**src/sv/ecg_pkg.sv**
```systemverilog
// ----------------------------------------------------------------------------
// Error detection code generator package
// Shared types and constants for the front, queue and back of the generator.
// ----------------------------------------------------------------------------
package ecg_pkg;

  // Default row limit of the two-dimensional parity.
  localparam int MaxRowsDefault = 32;

  // Number of jobs held between the front and the back.
  localparam int QueueDepth = 2;

  // Bytes in one row of the two-dimensional parity.
  localparam int RowBytes = 8;

  // Code selected by the mode register.
  typedef enum logic [2:0] {
    MODE_PARITY  = 3'd0,
    MODE_PARITY2 = 3'd1,
    MODE_CRC     = 3'd2,
    MODE_HAMMING = 3'd3,
    MODE_CSUM    = 3'd4
  } mode_e;

  // Kind of one result item.
  typedef enum logic [2:0] {
    KIND_PARITY  = 3'd0,
    KIND_ROW     = 3'd1,
    KIND_COLUMN  = 3'd2,
    KIND_CRC     = 3'd3,
    KIND_HAMMING = 3'd4,
    KIND_CSUM    = 3'd5
  } kind_e;

  // One job: an optional single result followed by optional column results.
  typedef struct packed {
    logic                           main_vld;
    logic [15:0]                    main_val;
    kind_e                          main_kind;
    logic                           main_last;
    logic                           cols_vld;
    logic [RowBytes-1:0][7:0]       cols;
  } job_t;

  // Queue status seen by the front and the back.
  typedef struct packed {
    logic full;
    logic not_empty;
  } q_status_t;

  // Back-end activity, for the checks at the top level.
  typedef struct packed {
    logic load;
    logic pop;
  } bk_status_t;

endpackage

```
**src/sv/ecg_front.sv**
```systemverilog
// ----------------------------------------------------------------------------
// Error detection code generator front end
// Accepts message bytes, updates every code accumulator and turns each byte
// into a job that tells the back end which results to send.
// ----------------------------------------------------------------------------
module ecg_front #(
  parameter int MAX_ROWS = ecg_pkg::MaxRowsDefault
) (
  input  logic              clk_i,
  input  logic              rst_ni,
  input  logic              cfg_valid_i,
  input  logic [2:0]        cfg_data_i,
  input  logic              accept_i,
  input  logic [7:0]        byte_i,
  input  logic              last_i,
  output ecg_pkg::job_t     job_o,
  output logic              job_vld_o
);

  localparam int MaxBytes = MAX_ROWS * ecg_pkg::RowBytes;
  localparam int CountW   = $clog2(MaxBytes + 1);
  localparam logic [15:0] CrcInit = 16'hFFFF;
  localparam logic [15:0] CrcPoly = 16'h1021;

  // One CRC-16 byte update, MSB first.
  function automatic logic [15:0] crc_byte(input logic [15:0] crc, input logic [7:0] b);
    logic [15:0] c;
    c = crc ^ {b, 8'h00};
    for (int k = 0; k < 8; k++) begin
      c = c[15] ? ((c << 1) ^ CrcPoly) : (c << 1);
    end
    return c;
  endfunction

  // Hamming(12,8) check nibble: p1 bit 0, p2 bit 1, p4 bit 2, p8 bit 3.
  function automatic logic [3:0] ham_nibble(input logic [7:0] b);
    logic [3:0] p;
    p[0] = b[0] ^ b[1] ^ b[3] ^ b[4] ^ b[6];
    p[1] = b[0] ^ b[2] ^ b[3] ^ b[5] ^ b[6];
    p[2] = b[1] ^ b[2] ^ b[3] ^ b[7];
    p[3] = b[4] ^ b[5] ^ b[6] ^ b[7];
    return p;
  endfunction

  logic [2:0]             mode_q;
  logic                   par_q, par_d;
  logic [15:0]            crc_q, crc_d;
  logic [15:0]            sum_q, sum_d;
  logic [7:0]             pend_q;
  logic                   high_q;
  logic [CountW-1:0]      count_q;
  logic [7:0]             row_q, row_d;
  logic [7:0][7:0]        col_q, col_d;

  logic                   in_rows;
  logic [2:0]             col_idx;
  logic [2:0]             idx_next;
  logic                   emit_row;
  logic [15:0]            csum_word;
  logic                   csum_add;
  logic [16:0]            csum_raw;
  ecg_pkg::job_t          job;

  // Mode register.
  always_ff @(posedge clk_i or negedge rst_ni) begin
    if (!rst_ni) begin
      mode_q <= ecg_pkg::MODE_PARITY;
    end else if (cfg_valid_i) begin
      mode_q <= cfg_data_i;
    end
  end

  // Accumulator updates for the current byte.
  always_comb begin
    par_d    = par_q ^ (^byte_i);
    crc_d    = crc_byte(crc_q, byte_i);

    // A last byte without its partner is padded with a zero low byte.
    csum_word = high_q ? {pend_q, byte_i} : {byte_i, 8'h00};
    csum_add  = high_q || last_i;
    csum_raw  = {1'b0, sum_q} + {1'b0, csum_word};
    sum_d     = csum_add ? (csum_raw[15:0] + {15'd0, csum_raw[16]}) : sum_q;

    in_rows  = count_q < CountW'(MaxBytes);
    col_idx  = count_q[2:0];
    idx_next = col_idx + 3'd1;
    row_d    = in_rows ? (row_q ^ byte_i) : row_q;
    col_d    = col_q;
    if (in_rows) begin
      col_d[col_idx] = col_q[col_idx] ^ byte_i;
    end
    // A full row, or a partial row closed by the last byte.
    emit_row = in_rows && ((idx_next == 3'd0) || last_i);
  end

  // Job built from the mode in force at this byte.
  always_comb begin
    job           = '0;
    job.main_kind = ecg_pkg::KIND_PARITY;
    job.cols      = col_d;
    unique case (mode_q)
      ecg_pkg::MODE_PARITY: begin
        job.main_vld  = last_i;
        job.main_val  = {15'd0, par_d};
        job.main_kind = ecg_pkg::KIND_PARITY;
        job.main_last = 1'b1;
      end
      ecg_pkg::MODE_PARITY2: begin
        job.main_vld  = emit_row;
        job.main_val  = {8'd0, row_d};
        job.main_kind = ecg_pkg::KIND_ROW;
        job.main_last = 1'b0;
        job.cols_vld  = last_i;
      end
      ecg_pkg::MODE_CRC: begin
        job.main_vld  = last_i;
        job.main_val  = crc_d;
        job.main_kind = ecg_pkg::KIND_CRC;
        job.main_last = 1'b1;
      end
      ecg_pkg::MODE_HAMMING: begin
        job.main_vld  = 1'b1;
        job.main_val  = {12'd0, ham_nibble(byte_i)};
        job.main_kind = ecg_pkg::KIND_HAMMING;
        job.main_last = last_i;
      end
      ecg_pkg::MODE_CSUM: begin
        job.main_vld  = last_i;
        job.main_val  = ~sum_d;
        job.main_kind = ecg_pkg::KIND_CSUM;
        job.main_last = 1'b1;
      end
      default: begin
        job.main_vld = 1'b0;
      end
    endcase
  end

  assign job_o     = job;
  assign job_vld_o = accept_i && (job.main_vld || job.cols_vld);

  // Accumulator registers; the last byte returns them to their reset values.
  always_ff @(posedge clk_i or negedge rst_ni) begin
    if (!rst_ni) begin
      par_q   <= 1'b0;
      crc_q   <= CrcInit;
      sum_q   <= '0;
      pend_q  <= '0;
      high_q  <= 1'b0;
      count_q <= '0;
      row_q   <= '0;
      col_q   <= '0;
    end else if (accept_i) begin
      if (last_i) begin
        par_q   <= 1'b0;
        crc_q   <= CrcInit;
        sum_q   <= '0;
        pend_q  <= '0;
        high_q  <= 1'b0;
        count_q <= '0;
        row_q   <= '0;
        col_q   <= '0;
      end else begin
        par_q   <= par_d;
        crc_q   <= crc_d;
        sum_q   <= sum_d;
        pend_q  <= high_q ? 8'h00 : byte_i;
        high_q  <= !high_q;
        count_q <= in_rows ? (count_q + CountW'(1)) : count_q;
        row_q   <= emit_row ? 8'h00 : row_d;
        col_q   <= col_d;
      end
    end
  end

endmodule

```
**src/sv/ecg_queue.sv**
```systemverilog
// ----------------------------------------------------------------------------
// Error detection code generator job queue
// A short first-in first-out queue of jobs between the front and the back.
// ----------------------------------------------------------------------------
module ecg_queue (
  input  logic                clk_i,
  input  logic                rst_ni,
  input  logic                push_i,
  input  ecg_pkg::job_t       job_i,
  input  logic                pop_i,
  output ecg_pkg::job_t       head_o,
  output ecg_pkg::q_status_t  status_o
);

  localparam int Depth  = ecg_pkg::QueueDepth;
  localparam int PtrW   = (Depth > 1) ? $clog2(Depth) : 1;
  localparam int CountW = $clog2(Depth + 1);

  ecg_pkg::job_t          slot_q [Depth];
  logic [PtrW-1:0]        wr_q, rd_q;
  logic [CountW-1:0]      count_q;

  // Pointer advance with wrap at the depth.
  function automatic logic [PtrW-1:0] ptr_inc(input logic [PtrW-1:0] p);
    return (p == PtrW'(Depth - 1)) ? '0 : (p + PtrW'(1));
  endfunction

  // Storage.
  always_ff @(posedge clk_i) begin
    if (push_i) begin
      slot_q[wr_q] <= job_i;
    end
  end

  // Pointers and fill level.
  always_ff @(posedge clk_i or negedge rst_ni) begin
    if (!rst_ni) begin
      wr_q    <= '0;
      rd_q    <= '0;
      count_q <= '0;
    end else begin
      if (push_i) begin
        wr_q <= ptr_inc(wr_q);
      end
      if (pop_i) begin
        rd_q <= ptr_inc(rd_q);
      end
      if (push_i && !pop_i) begin
        count_q <= count_q + CountW'(1);
      end else if (pop_i && !push_i) begin
        count_q <= count_q - CountW'(1);
      end
    end
  end

  assign head_o             = slot_q[rd_q];
  assign status_o.full      = count_q == CountW'(Depth);
  assign status_o.not_empty = count_q != '0;

endmodule

```
**src/sv/ecg_back.sv**
```systemverilog
// ----------------------------------------------------------------------------
// Error detection code generator back end
// Walks the job at the head of the queue and sends its results, one item
// per cycle while the output is ready, through an output register.
// ----------------------------------------------------------------------------
module ecg_back (
  input  logic                clk_i,
  input  logic                rst_ni,
  input  ecg_pkg::job_t       head_i,
  input  logic                head_vld_i,
  output ecg_pkg::bk_status_t status_o,
  output logic                m_axis_tvalid_o,
  input  logic                m_axis_tready_i,
  output logic [15:0]         m_axis_tdata_o,
  output logic [2:0]          m_axis_tuser_o,
  output logic                m_axis_tlast_o
);

  localparam logic [2:0] LastCol = 3'(ecg_pkg::RowBytes - 1);

  logic         vld_q;
  logic [15:0]  data_q;
  logic [2:0]   user_q;
  logic         last_q;
  logic         main_done_q;
  logic [2:0]   col_q;

  logic         load;
  logic         pop;
  logic         sel_main;
  logic [15:0]  val;
  logic [2:0]   kind;
  logic         last;

  // Pick the next result of the head job.
  always_comb begin
    load     = (!vld_q || m_axis_tready_i) && head_vld_i;
    sel_main = head_i.main_vld && !main_done_q;
    if (sel_main) begin
      val  = head_i.main_val;
      kind = head_i.main_kind;
      last = head_i.main_last;
      pop  = load && !head_i.cols_vld;
    end else begin
      val  = {8'd0, head_i.cols[col_q]};
      kind = ecg_pkg::KIND_COLUMN;
      last = col_q == LastCol;
      pop  = load && (col_q == LastCol);
    end
  end

  // Position inside the head job.
  always_ff @(posedge clk_i or negedge rst_ni) begin
    if (!rst_ni) begin
      main_done_q <= 1'b0;
      col_q       <= '0;
    end else if (load) begin
      if (pop) begin
        main_done_q <= 1'b0;
        col_q       <= '0;
      end else if (sel_main) begin
        main_done_q <= 1'b1;
      end else begin
        col_q <= col_q + 3'd1;
      end
    end
  end

  // Output register.
  always_ff @(posedge clk_i or negedge rst_ni) begin
    if (!rst_ni) begin
      vld_q <= 1'b0;
    end else if (load) begin
      vld_q <= 1'b1;
    end else if (m_axis_tready_i) begin
      vld_q <= 1'b0;
    end
  end

  always_ff @(posedge clk_i) begin
    if (load) begin
      data_q <= val;
      user_q <= kind;
      last_q <= last;
    end
  end

  assign status_o.load  = load;
  assign status_o.pop   = pop;
  assign m_axis_tvalid_o = vld_q;
  assign m_axis_tdata_o  = data_q;
  assign m_axis_tuser_o  = user_q;
  assign m_axis_tlast_o  = last_q;

endmodule

```
**src/sv/error_detect_code_generator_unit.sv**
```systemverilog
// ----------------------------------------------------------------------------
// Error detection code generator
// Parity, two-dimensional parity, CRC-16, Hamming(12,8) and ones-complement
// checksum over a byte stream, selected by a mode register.
//
//   Channel  Direction  Contents
//   s_axis   in         tdata: byte_value[7:0]; tlast: last_byte
//   m_axis   out        tdata: code_value[15:0]; tuser: code_kind[2:0];
//                       tlast: last_result
//   cfg      in         cfg_data: mode[2:0], always ready
//
// The front takes one byte per cycle while the queue is not full and updates
// every accumulator in that cycle. The back sends one result per cycle while
// the output is ready, from a two-job queue, so a byte with up to nine results
// (two-dimensional parity at the last byte) holds the input off once the queue
// is full. Output stalls fill the queue and then stall the input. Reset clears
// all accumulators and sets the mode to even parity; no clearing pass.
// ----------------------------------------------------------------------------
module error_detect_code_generator_unit #(
  parameter int MAX_ROWS = ecg_pkg::MaxRowsDefault
) (
  input  logic        clk_i,
  input  logic        rst_ni,
  // Configuration write
  input  logic        cfg_valid_i,
  output logic        cfg_ready_o,
  input  logic [2:0]  cfg_data_i,      // mode[2:0]
  // Byte input
  input  logic        s_axis_tvalid_i,
  output logic        s_axis_tready_o,
  input  logic [7:0]  s_axis_tdata_i,  // byte_value[7:0]
  input  logic        s_axis_tlast_i,
  // Result output
  output logic        m_axis_tvalid_o,
  input  logic        m_axis_tready_i,
  output logic [15:0] m_axis_tdata_o,  // code_value[15:0]
  output logic [2:0]  m_axis_tuser_o,  // code_kind[2:0]
  output logic        m_axis_tlast_o
);

  ecg_pkg::job_t       job;
  ecg_pkg::job_t       head;
  logic                push;
  logic                accept;
  ecg_pkg::q_status_t  q_status;
  ecg_pkg::bk_status_t bk_status;

  assign cfg_ready_o     = 1'b1;
  assign s_axis_tready_o = !q_status.full;
  assign accept          = s_axis_tvalid_i && s_axis_tready_o;

  ecg_front #(
    .MAX_ROWS (MAX_ROWS)
  ) u_front (
    .clk_i       (clk_i),
    .rst_ni      (rst_ni),
    .cfg_valid_i (cfg_valid_i && cfg_ready_o),
    .cfg_data_i  (cfg_data_i),
    .accept_i    (accept),
    .byte_i      (s_axis_tdata_i),
    .last_i      (s_axis_tlast_i),
    .job_o       (job),
    .job_vld_o   (push)
  );

  ecg_queue u_queue (
    .clk_i    (clk_i),
    .rst_ni   (rst_ni),
    .push_i   (push),
    .job_i    (job),
    .pop_i    (bk_status.pop),
    .head_o   (head),
    .status_o (q_status)
  );

  ecg_back u_back (
    .clk_i           (clk_i),
    .rst_ni          (rst_ni),
    .head_i          (head),
    .head_vld_i      (q_status.not_empty),
    .status_o        (bk_status),
    .m_axis_tvalid_o (m_axis_tvalid_o),
    .m_axis_tready_i (m_axis_tready_i),
    .m_axis_tdata_o  (m_axis_tdata_o),
    .m_axis_tuser_o  (m_axis_tuser_o),
    .m_axis_tlast_o  (m_axis_tlast_o)
  );

  // A job is never written into a full queue.
  assert property (@(posedge clk_i) disable iff (!rst_ni) push |-> !q_status.full)
    else $error("job pushed into a full queue");

  // A job leaves the queue only when its final result is loaded.
  assert property (@(posedge clk_i) disable iff (!rst_ni) bk_status.pop |-> bk_status.load)
    else $error("job popped without a result");

  // Every loaded result shows up on the output in the next cycle.
  assert property (@(posedge clk_i) disable iff (!rst_ni) bk_status.load |=> m_axis_tvalid_o)
    else $error("loaded result not presented");

  // A pop without a push from a queue that is not full leaves it not full.
  assert property (@(posedge clk_i) disable iff (!rst_ni)
      (bk_status.pop && !push && !q_status.full) |=> !q_status.full)
    else $error("queue level wrong after pop");

endmodule
```
**config.mk**
```make
export PLATFORM = sky130hd
export DESIGN_NAME = error_detect_code_generator_unit
export DESIGN_NICKNAME = d
export VERILOG_FILES = /design/src/sv/ecg_pkg.sv /design/src/sv/ecg_front.sv /design/src/sv/ecg_queue.sv /design/src/sv/ecg_back.sv /design/src/sv/error_detect_code_generator_unit.sv
export SDC_FILE = /design/constraint.sdc
export NUM_CORES = 1
export LEC_CHECK = 0
export BUFFER_PORTS_ARGS = -buffer_cell sky130_fd_sc_hd__buf_4
export CAP_MARGIN = 20
export CORE_ASPECT_RATIO = 1.1
export CORE_UTILIZATION = 47
export CTS_CLUSTER_SIZE = 25
export DETAILED_ROUTE_END_ITERATION = 7
export PLACE_DENSITY = 0.7
export SKIP_CTS_REPAIR_TIMING = 1
export SLEW_MARGIN = 20
export SYNTH_ARGS = -nofsm -noshare
export SYNTH_HDL_FRONTEND = slang
export SYNTH_SLANG_ARGS = --single-unit
```
**constraint.sdc**
```tcl
create_clock -name clk_i -period 21.8 [get_ports clk_i]
set_input_delay 4.36 -clock clk_i [delete_from_list [all_inputs] [get_ports clk_i]]
set_output_delay 4.36 -clock clk_i [all_outputs]
set_load 0.02 [all_outputs]
```
==> results of run 1 <==
cells by family after synthesis:
kind of cell,Yosys count,synth area share
muxes,97,0.1043
adders and majority gates,24,0.01961
xor gates and xnor gates,82,0.04711
and+or+nand+nor,314,0.08911
buffers and inverters,99,0.02487
other,1,0.0002389
AOI/OAI and AO/OA,313,0.1310
DFF,327,0.5838
worst register-to-register path: stages, from the launching register on:
cell	delay, ns
dfrtp_1	0.84
inv_1	0.32
nor2_1	0.17
ha_1	0.28
nand2_1	0.12
a21o_1	0.19
a211oi_1	0.27
o221a_2	0.26
o21ai_0	0.09
a21oi_1	0.15
o21ai_0	0.08
nand2b_1	0.08
ha_1	0.16
ha_1	0.16
and2_1	0.23
nand3_1	0.11
or2_1	0.26
nand3b_1	0.17
xor2_1	0.17
a21o_1	0.17
how the worst min path moves through the flow:
stage / startpoint / end / slack, ns / cells past startpoint
6_report: u_front.pend_q[6] / u_front.pend_q[6] / 0.46 / 2
5_1_grt: u_front.pend_q[2] / u_front.pend_q[2] / 0.49 / 2
4_1_cts: u_front.pend_q[2] / u_front.pend_q[2] / 0.46 / 2
3_5_place_dp: u_front.pend_q[2] / u_front.pend_q[2] / 0.45 / 2
3_3_place_gp: u_front.pend_q[6] / u_front.pend_q[6] / 0.45 / 2
2_1_floorplan: u_front.pend_q[0] / u_front.pend_q[0] / 0.43 / 2
synthesized netlist by cell type, types with 3 or more instances:
master	n	share of area
a211oi_1	3	0.0014
a21o_1	5	0.0024
a21oi_1	50	0.016
a22o_1	72	0.040
and2_1	13	0.0052
buf_1	5	0.0012
buf_2	8	0.0026
clkbuf_1	69	0.016
dfrtp_1	119	0.19
dfstp_2	16	0.027
edfxtp_1	192	0.37
ha_1	23	0.018
inv_1	14	0.0033
mux2_2	13	0.0093
mux2i_1	32	0.020
mux4_2	52	0.075
nand2_1	155	0.037
nand2b_1	3	0.0012
nand3_1	25	0.0080
nand4_1	5	0.0020
nor2_1	70	0.017
nor2b_1	14	0.0056
nor3_1	14	0.0045
o211ai_1	5	0.0024
o21ai_0	117	0.037
o21ai_1	4	0.0013
o22a_1	9	0.0050
o22ai_1	15	0.0060
o31ai_1	7	0.0033
or3_1	3	0.0012
xnor2_1	52	0.029
xor2_1	28	0.016
sequential cells by signal, summed over array words and instances (netlist names), 8 cells and up:
signal                 flops
u_front.col_q             64
u_front.crc_q             16
u_front.pend_q             8
u_front.row_q              8
u_front.count_q            9
u_front.sum_q             16
u_back.m_axis_tdata_o     16
u_queue.slot_q           172
routing by layer:
metal	wire length (microns)	share of wire	vias up	global-route usage
met5	0	0	-	0
met3	1996	0.054	72	0.03157
met2	18120	0.49	359	0.3613
li1	-	-	4695	-
met1	15970	0.43	5194	0.3161
met4	1113	0.030	0	0.06860
layout by cell type, fill, tap and decap left out, types with 6 or more instances in the layout:
master     instances
a21oi_1           49
a22o_1            72
and2_1            12
buf_4             52
clkbuf_1           6
clkbuf_16         36
clkinv_2           7
dfrtp_1          118
dfstp_2           16
edfxtp_1         192
ha_1              23
inv_1             14
mux2_2            13
mux2i_1           32
mux4_2            52
nand2_1          154
nand3_1           25
nor2_1            69
nor2b_1           14
nor3_1            13
o21ai_0          117
o22a_1             9
o22ai_1           15
o31ai_1            7
xnor2_1           52
xor2_1            28
stage by stage:
step / setup slack, ns / hold slack, ns / std cells / util
2_1_floorplan: 10.28 / 0.4331 / 1257 / -
3_3_place_gp: 13.77 / 0.4455 / 1652 / 0.5017
3_5_place_dp: 13.71 / 0.4514 / 1652 / 0.5017
4_1_cts: 14.26 / 0.4636 / 1714 / 0.5361
5_1_grt: 13.89 / 0.4914 / 1715 / 0.5370
6_report: 14.23 / 0.4639 / 1715 / 0.5370
power breakdown:
group | switching (mW) | total, mW | internal [mW]
Clock | 0.240 | 0.574 | 0.334
Sequential | 0.111 | 0.970 | 0.859
Combinational | 0.579 | 0.954 | 0.376
Total | 0.929 | 2.50 | 1.57
final cells by class:
class | count | area share
inverters | 15 | 0.003222
multi-input cells | 831 | 0.3530
flip-flops and latches | 327 | 0.5246
clock inverters | 15 | 0.007374
well taps | 426 | 0.03050
repair buffers | 54 | 0.02456
clock buffers | 47 | 0.05677
==> run metrics, run 1 <==
status=complete, no violations; HP Class=flip-flop to flip-flop; Tightest Pin Transition=0.9921 ns; clock-pin slew on the worst setup and hold paths=0.06 ns; Placed Area=between 15000 and 20000 sq um; clk sinks=roughly 330; Routed WL=37190 microns; CP arrival=7.85 ns; worst r2r path cells=19; syn nets=~1300; mapped cell area=15700 sq um; Net count, final=roughly 1300; die extent in x=176.3 microns; Seq/Total Area, Yosys=0.5838; DP HPWL=24010 microns; R2R Path End=u_queue.slot_q[1][83]; total power=2.498 mW; min Tclk post-route=7.573 ns; CTS tree=yes; Ant. Diodes=0; final setup vio count=0; Antenna Nets Post-Route=0; worst skew pair latency=0.53 ns; WP buf/inv=2; family with the most delay on the worst path=compound AO/OA/AOI/OAI gates; CP max stage delay=0.42 ns; GRT overflow=0; I/O Buffers=38; critical path data required time=22.07 ns; Syn Inst Count=1257; vias in the first global route=10202; synthesis-to-layout area growth=11.33%; die area=around 34000 sq um; CP max stage cell=ha_1; FMAX=132.0 MHz; via count=between 10000 and 15000; # DRC=0; Setup crit end=u_queue.slot_q[1][83]; initial antenna violation count=0; main flop type after synthesis=edfxtp_1; Final Cycle Share=0.3474; I/O Pins=40; fillers=2624; GP Congestion=between 0.9 and 1; Max FO, Critical Path=7; Vias/cell=6.017; final instance area=between 15000 and 20000 sq um; Final Hold Vio Count=0; Multi-input gate area=slightly above 6000 sq um; first-pass GRT wire length=~60000 microns; cell breakdown of the critical path=buf_4, inv_1, nor2_1, ha_1, nand2_1, a21o_1, a211oi_1, o221a_2, o21ai_0, a21oi_1, o21ai_0, nand2b_1, ha_1, ha_1, and2_1, nand3_1, or2_1, nand3b_1, xor2_1, a21o_1; Reg area=9168 sq um; Relative slew margins=0.3386; die height=about 190 microns; Yosys warnings=0; Detailed Route Iter0 Violations=959; Routed WL per cell=21.69 microns; R2R Path Start=u_front.high_q; layout cells sized above 1=0.1614; starting density of the core=0.4823; max-cap viol count=0; Power Dens Cells=142.9 nW/um^2; Core ar.=32550 sq um; largest net degree at the start of global routing=a little over 80; VDD IR max=64.55 uV; WP depth=20; total CTS buffers=34; Setup CP Type=input port to flip-flop; LEAKAGE=6.651 nW; GRT Overall Usage=0.2245; root buffer cell=clkbuf_16; Cell Rows=69; R2R setup slack=17.28 ns; TNS Setup=0 ns; ys async rst share=0.4128; Synth cell types=70; Max Slew Vio Count=0; Post-synth EDFFs=between 150 and 200; CP Capture Type=flip-flop; RSZ-0062 raised after global routing=no; Startpoint Class=input port; mean post-synth cell area=12.49 sq um; Max Clock Skew=0.02903 ns; clock buffer depth=3; drt first pass iters=8; crit path launch=s_axis_tdata_i[4]; most used cell, CP=ha_1; synthesized flop and latch total=327; H-tree levels=2
(Power assumes the default switching activity.)
==> run 2: changes to the inputs <==
- ABC_AREA: default -> 1
- clock period: 21.8 -> 7.7 ns (I/O delays scaled with it)
==> run metrics, run 2 <==
status=complete, no violations; WP buf/inv=2 (unchanged); first-pass GRT wire length=69320 microns (+17%); CP max stage cell=dfrtp_2; layout cells sized above 1=0.1121 (-0.04930); Final WS setup=3.258 ns (-10.97 ns); Ant. Diodes=0 (unchanged); DP HPWL=29160 microns (+21%); Final Cycle Share=0.5768; top cells by count, synth=nand2_1, inv_1, edfxtp_1, o21ai_0, nor2_1; Yosys warnings=0 (unchanged); Layout Cells excl Fill=2294 (+34%); WP depth=9 (-55%); Worst Hold End=u_front.pend_q[1]; number of flip-flops under the largest register name=172 (unchanged); Synth cell types=58 (-17%); Max FO, Critical Path=41 (+34); CP arrival=4.85 ns (-3.00 ns); vias in the first global route=12549 (+23%); R2R setup slack=3.26 ns (-14.02 ns); die area=35930 sq um (+5.3%); root buffer cell=clkbuf_16; synthesized flop and latch total=327 (unchanged); Max Clock Skew=0.02655 ns (-0.002478 ns); Net count, final=1870 (+43%); TNS Setup=0 ns (unchanged); placed cells=2230 (+35%); mean post-synth cell area=9.084 sq um (-27%); family with the most delay on the worst path=compound AO/OA/AOI/OAI gates; clk sinks=327 (unchanged); commonest non-fill, non-tap cell in the layout=nand2_1; Syn Inst Count=1820 (+45%); Tightest Pin Transition=0.9461 ns (-0.04602 ns); VDD IR max=216.8 uV (+240%); min Tclk post-route=4.442 ns; hold_sp=u_front.pend_q[1]; most numerous cell in the Yosys netlist=nand2_1; area leader, netlist=edfxtp_1; pre-CTS setup slack=2.794 ns (-10.92 ns); Core ar.=34380 sq um (+5.6%); Max Slew Vio Count=0 (unchanged); syn nets=1861 (+43%); Cell Rows=71 (+2.9%); total CTS buffers=35 (+2.9%); mapped cell area=16530 sq um (+5.3%); Power Dens Cells=431.3 nW/um^2 (+200%); HP Class=flip-flop to flip-flop; drt first pass iters=5 (-3); Routed WL=43390 microns (+17%); final instance area=18350 sq um (+5.0%); I/O Pins=40 (unchanged); Vias/cell=5.614 (-6.7%); initial antenna violation count=0 (unchanged); main flop type after synthesis=edfxtp_1; Seq/Total Area, Yosys=0.5543 (-0.02951); CP Capture Type=flip-flop; FMAX=around 230 MHz; most frequent cells in the layout=nand2_1, inv_1, edfxtp_1; hold depth=2 (unchanged); largest net degree at the start of global routing=72 (-12%); Detailed Route Iter0 Violations=1333 (+39%); area share of the largest cell type after synthesis=0.3487 (-0.01857); worst r2r path cells=9 (-10); starting density of the core=0.4809 (-0.001386); ys async rst share=0.4128 (unchanged); worst skew pair latency=0.53 ns (about the same); R2R Path End=u_queue.count_q[1]; via count=12879 (+25%); Top reg by flops=u_queue.slot_q; critical path data required time=8.11 ns (-13.96 ns); Final Hold Vio Count=0 (unchanged); Startpoint Class=flip-flop; Antenna Nets Post-Route=0 (unchanged); die extent in x=180.8 microns (+2.6%); clock-pin slew on the worst setup and hold paths=0.06 ns (about the same); cell breakdown of the critical path=inv_2, o21ai_1, inv_1, a21oi_1, o21ai_1, ha_1, a21oi_1, o21ai_0, xnor2_1; LEAKAGE=8.136 nW (+22%); final setup vio count=0 (unchanged); GP Congestion=0.9023 (-1.9%); die height=198.7 microns (+2.6%); Routed WL per cell=18.91 microns (-13%); Setup CP Type=flip-flop to flip-flop; I/O Buffers=38 (unchanged); Relative slew margins=0.3650 (+0.02645); # DRC=0 (unchanged); CP max stage delay=0.92 ns (+0.50 ns); total power=7.915 mW (+220%); clock buffer depth=3 (unchanged); H-tree levels=2 (unchanged); RSZ-0062 raised after global routing=no; max-cap viol count=0 (unchanged); R2R Path Start=u_queue.rd_q; Placed Area=17160 sq um (+5.1%); Regs by FF count=u_queue.slot_q x172, u_front.col_q x64; synth top area cells=edfxtp_1, dfrtp_1, nand2_1, inv_1, o21ai_0; Post-synth EDFFs=192 (unchanged); GRT Overall Usage=0.2492 (+0.02463); GRT overflow=0 (unchanged); CTS tree=yes; synthesis-to-layout area growth=11.00%
[run 2: cell types whose count changed after synthesis, sizes merged, moves of 37 or more]
cell and delta:
mux4 -52, o21ai +106, nor2 +78, nand3 +37, a22o -72, inv +245
o22ai +85, nand2 +234
[run 2: per-stage QoR]
| step | utilization | hold WS [ns] |
|---|---|---|
| after CTS | 0.5337 | 0.4950 |
| after global placement | 0.4992 | 0.4695 |
| after global routing | 0.5338 | 0.5225 |
| after floorplan | - | 0.4529 |
| after detailed placement | 0.4992 | 0.4801 |
| final | 0.5338 | 0.4908 |
[run 2: layout make-up]
| class | instances | area [sq um] |
|---|---|---|
| Clock inverter | 18 | 187.7 |
| Fill cell | 3002 | 16030 |
| Sequential cell | 327 | 9165 |
| Clock buffer | 46 | 999.7 |
| Timing Repair Buffer | 56 | 424.2 |
| Inverter | 261 | 980.9 |
| Multi-Input combinational cell | 1148 | 6046 |
| Tap cell | 438 | 548.0 |
[run 2: logic make-up after synthesis]
kind of cell | synth area share
flip-flops | 0.5543
AND/OR/NAND/NOR | 0.1621
buffers and inverters | 0.08113
adder cells (fa/ha/maj) | 0.01862
multiplexers | 0.001286
XOR/XNOR | 0.02868
AO/OA/AOI/OAI | 0.1537
other | 0.0002268
[run 2: worst reg2reg max path: cells and delay by family, from the launching register on]
family          cells  cell delay (ns)
compound gates      5             1.78
xor+xnor            1             0.13
fa+ha+maj           1             0.35
buf+inv             2             1.15
flops               1             0.92
[run 2: power by group]
group / internal, mW / total [mW] / leakage [nW] / switching [mW]
sequential: 2.50 / 2.77 / 3.56 / 0.261
combinational: 1.02 / 3.42 / 3.99 / 2.41
clock: 1.02 / 1.72 / 0.577 / 0.701
[run 2: how the worst max path moves through the flow]
stage                     slack (ns)                     to              start
final                           3.26     u_queue.count_q[1]       u_queue.rd_q
after global routing            2.86     u_queue.count_q[1]       u_queue.rd_q
after global placement          2.82  u_queue.slot_q[0][83]  s_axis_tdata_i[0]
after floorplan                 1.35   u_queue.slot_q[1][0]     s_axis_tlast_i
after CTS                       3.28     u_queue.count_q[1]       u_queue.rd_q
after detailed placement        2.79  u_queue.slot_q[0][83]  s_axis_tdata_i[0]
[run 2: metal layers]
| layer | GRT usage | vias up | wire length [microns] |
|---|---|---|---|
| met4 | 0.08864 | 0 | 1165 |
| li1 | - | 6133 | - |
| met3 | 0.03717 | 66 | 3050 |
| met5 | 0 | - | 0 |
| met2 | 0.4208 | 487 | 21030 |
| met1 | 0.3272 | 6193 | 18140 |
==> run 3: changes to the inputs <==
- PLACE_DENSITY: 0.7 -> 0.72
- clock period: 7.7 -> 3.7 ns (I/O delays scaled with it)
==> run metrics, run 3 (synthesis results as in run 2) <==
VDD IR max=420.4 uV (+94%); R2R Path Start=u_front.high_q; H-tree levels=2 (unchanged); CP max stage cell=dfrtp_2; final setup vio count=0 (unchanged); Max Slew Vio Count=0 (unchanged); HP Class=input port to asynchronous set/reset pin; layout cells sized above 1=0.1590 (+0.04694); I/O Buffers=38 (unchanged); worst r2r path cells=26 (+17); number of flip-flops under the largest register name=172 (unchanged); die area=35930 sq um (unchanged); die extent in x=180.8 microns (unchanged); Max FO, Critical Path=6 (-85%); Max Clock Skew=0.03719 ns (+0.01064 ns); CP arrival=3.81 ns (-1.04 ns); part of the power in the clock network=0.202 (-0.016); TNS Setup=0 ns (unchanged); R2R Path End=u_queue.slot_q[0][83]; critical path data required time=3.99 ns (-4.12 ns); Setup CP Type=flip-flop to flip-flop; commonest non-fill, non-tap cell in the layout=nand2_1; FMAX=284.5 MHz (+26%); die height=198.7 microns (unchanged); Vias/cell=5.621 (+0.13%); Routed WL=45610 microns (+5.1%); clock buffer depth=3 (unchanged); fillers=2942 (-2.0%); Routed WL per cell=19.20 microns (+1.5%); total CTS buffers=36 (+2.9%); WP buf/inv=3 (+1); internal power=9.790 mW (+120%); starting density of the core=0.4809 (unchanged); R2R setup slack=0.18 ns (-3.07 ns); Top reg by flops=u_queue.slot_q; via count=13351 (+3.7%); max-cap viol count=0 (unchanged); I/O Pins=40 (unchanged); Antenna Nets Post-Route=0 (unchanged); root buffer cell=clkbuf_16; Final Hold Vio Count=0 (unchanged); power share of the combinational group=0.463 (+0.030); # DRC=0 (unchanged); Startpoint Class=flip-flop; first-pass GRT wire length=71390 microns (+3.0%); CP max stage delay=0.46 ns (-0.46 ns); Ant. Diodes=0 (unchanged); largest net degree at the start of global routing=105 (+46%); min Tclk post-route=3.515 ns (-0.9263 ns); final core utilization=0.5562 (+0.02246); Sw Ratio=0.4247 (-0.001080); Detailed Route Iter0 Violations=1408 (+5.6%); worst skew pair latency=0.54 ns (about the same); GP Congestion=0.9027 (about the same); Final Cycle Share=0.9501 (+0.3733); Power Dens Cells=889.9 nW/um^2 (+110%); DP HPWL=30720 microns (+5.4%); CTS tree=yes; GRT Overall Usage=0.2564 (+0.007221); P_sw=7.228 mW (+110%); clk sinks=327 (unchanged); WHS=0.1175 ns (-0.3734 ns); GRT overflow=0 (unchanged); Regs by FF count=u_queue.slot_q x172, u_front.col_q x64; Core ar.=34380 sq um (unchanged); Tightest Pin Transition=0.9790 ns (+0.03285 ns); synthesis-to-layout area growth=15.66%; clock-pin slew on the worst setup and hold paths=0.06 ns (about the same); most frequent cells in the layout=nand2_1, inv_1, edfxtp_1; Net count, final=1951 (+4.3%); Cell Rows=71 (unchanged); Relative slew margins=0.3474 (-0.01767); part of the power in registers=0.336 (-0.013); drt first pass iters=6 (+1); initial antenna violation count=0 (unchanged); vias in the first global route=13089 (+4.3%); status=complete, no violations; family with the most delay on the worst path=simple AND/OR/NAND/NOR gates; LEAKAGE=8.560 nW (+5.2%); CP Capture Type=flip-flop
[run 3: routing by layer]
metal,global-route usage,wire (microns),up-vias
li1,-,-,6308
met1,0.3285,18740,6372
met2,0.4281,21620,550
met3,0.04486,3379,121
met4,0.1117,1872,0
met5,0,0,-
[run 3: worst max-delay path by stage]
stage                                       end  slack, ns  depth (start not counted)         startpoint
after floorplan            u_queue.slot_q[1][0]      -0.41                          7     s_axis_tlast_i
after global placement    u_queue.slot_q[1][83]      0.008                         24  s_axis_tdata_i[2]
final                     u_queue.slot_q[0][83]       0.18                         26     u_front.high_q
after CTS                 u_queue.slot_q[0][79]       0.13                         24     u_front.high_q
after global routing      u_queue.slot_q[0][83]      -0.02                         26     u_front.high_q
after detailed placement  u_queue.slot_q[1][79]      -0.12                         24  s_axis_tdata_i[0]
[run 3: through the flow]
step | instances | setup WS [ns] | instance area [sq um] | total power, mW
detailed placement | 2300 | -0.1181 | 17800 | 13.33
global route | 2375 | -0.01621 | 19120 | 18.08
global placement | 2300 | 0.008487 | 17800 | 13.12
floorplan | 1820 | -0.4099 | 16540 | 10.65
CTS | 2365 | 0.1333 | 18920 | 16.80
finish | 2375 | 0.1846 | 19120 | 17.02
[run 3: area by class of cell]
class / count / area [sq um] / area share
sequential: 327 / 9166 / 0.4793
clock buffer: 50 / 1006 / 0.05260
multi-input combinational: 1148 / 6150 / 0.3216
timing repair buffer: 136 / 1159 / 0.06059
clock inverter: 15 / 115.1 / 0.006019
inverter: 261 / 979.7 / 0.05123
tap: 438 / 548.0 / 0.02866
[run 3: power by group through the flow]
stage	Clock (mW)	Combinational (mW)	Sequential, mW
after floorplan	0	4.90	5.74
after global placement	0	7.40	5.72
after detailed placement	0	7.58	5.75
after CTS	3.47	7.64	5.69
after global routing	3.61	8.68	5.79
final	3.43	7.87	5.71
[run 3: worst register-to-register path, stage by stage, from the launching register on]
cell	delay (ns)
dfrtp_2	0.46
clkbuf_16	0.18
nand2_2	0.05
inv_2	0.07
ha_4	0.14
fa_2	0.20
nand2_1	0.06
nand2_2	0.08
nand3_2	0.09
nand2_2	0.11
nand2_4	0.06
nand2_4	0.07
a21oi_2	0.04
o21bai_1	0.15
ha_2	0.23
ha_4	0.14
inv_2	0.04
nor2_4	0.08
nand2_2	0.08
nor2_4	0.14
nand3_4	0.12
nor3_4	0.26
nand2_1	0.10
nand2_1	0.08
nand3_1	0.07
nand3_1	0.11
nand2_1	0.07
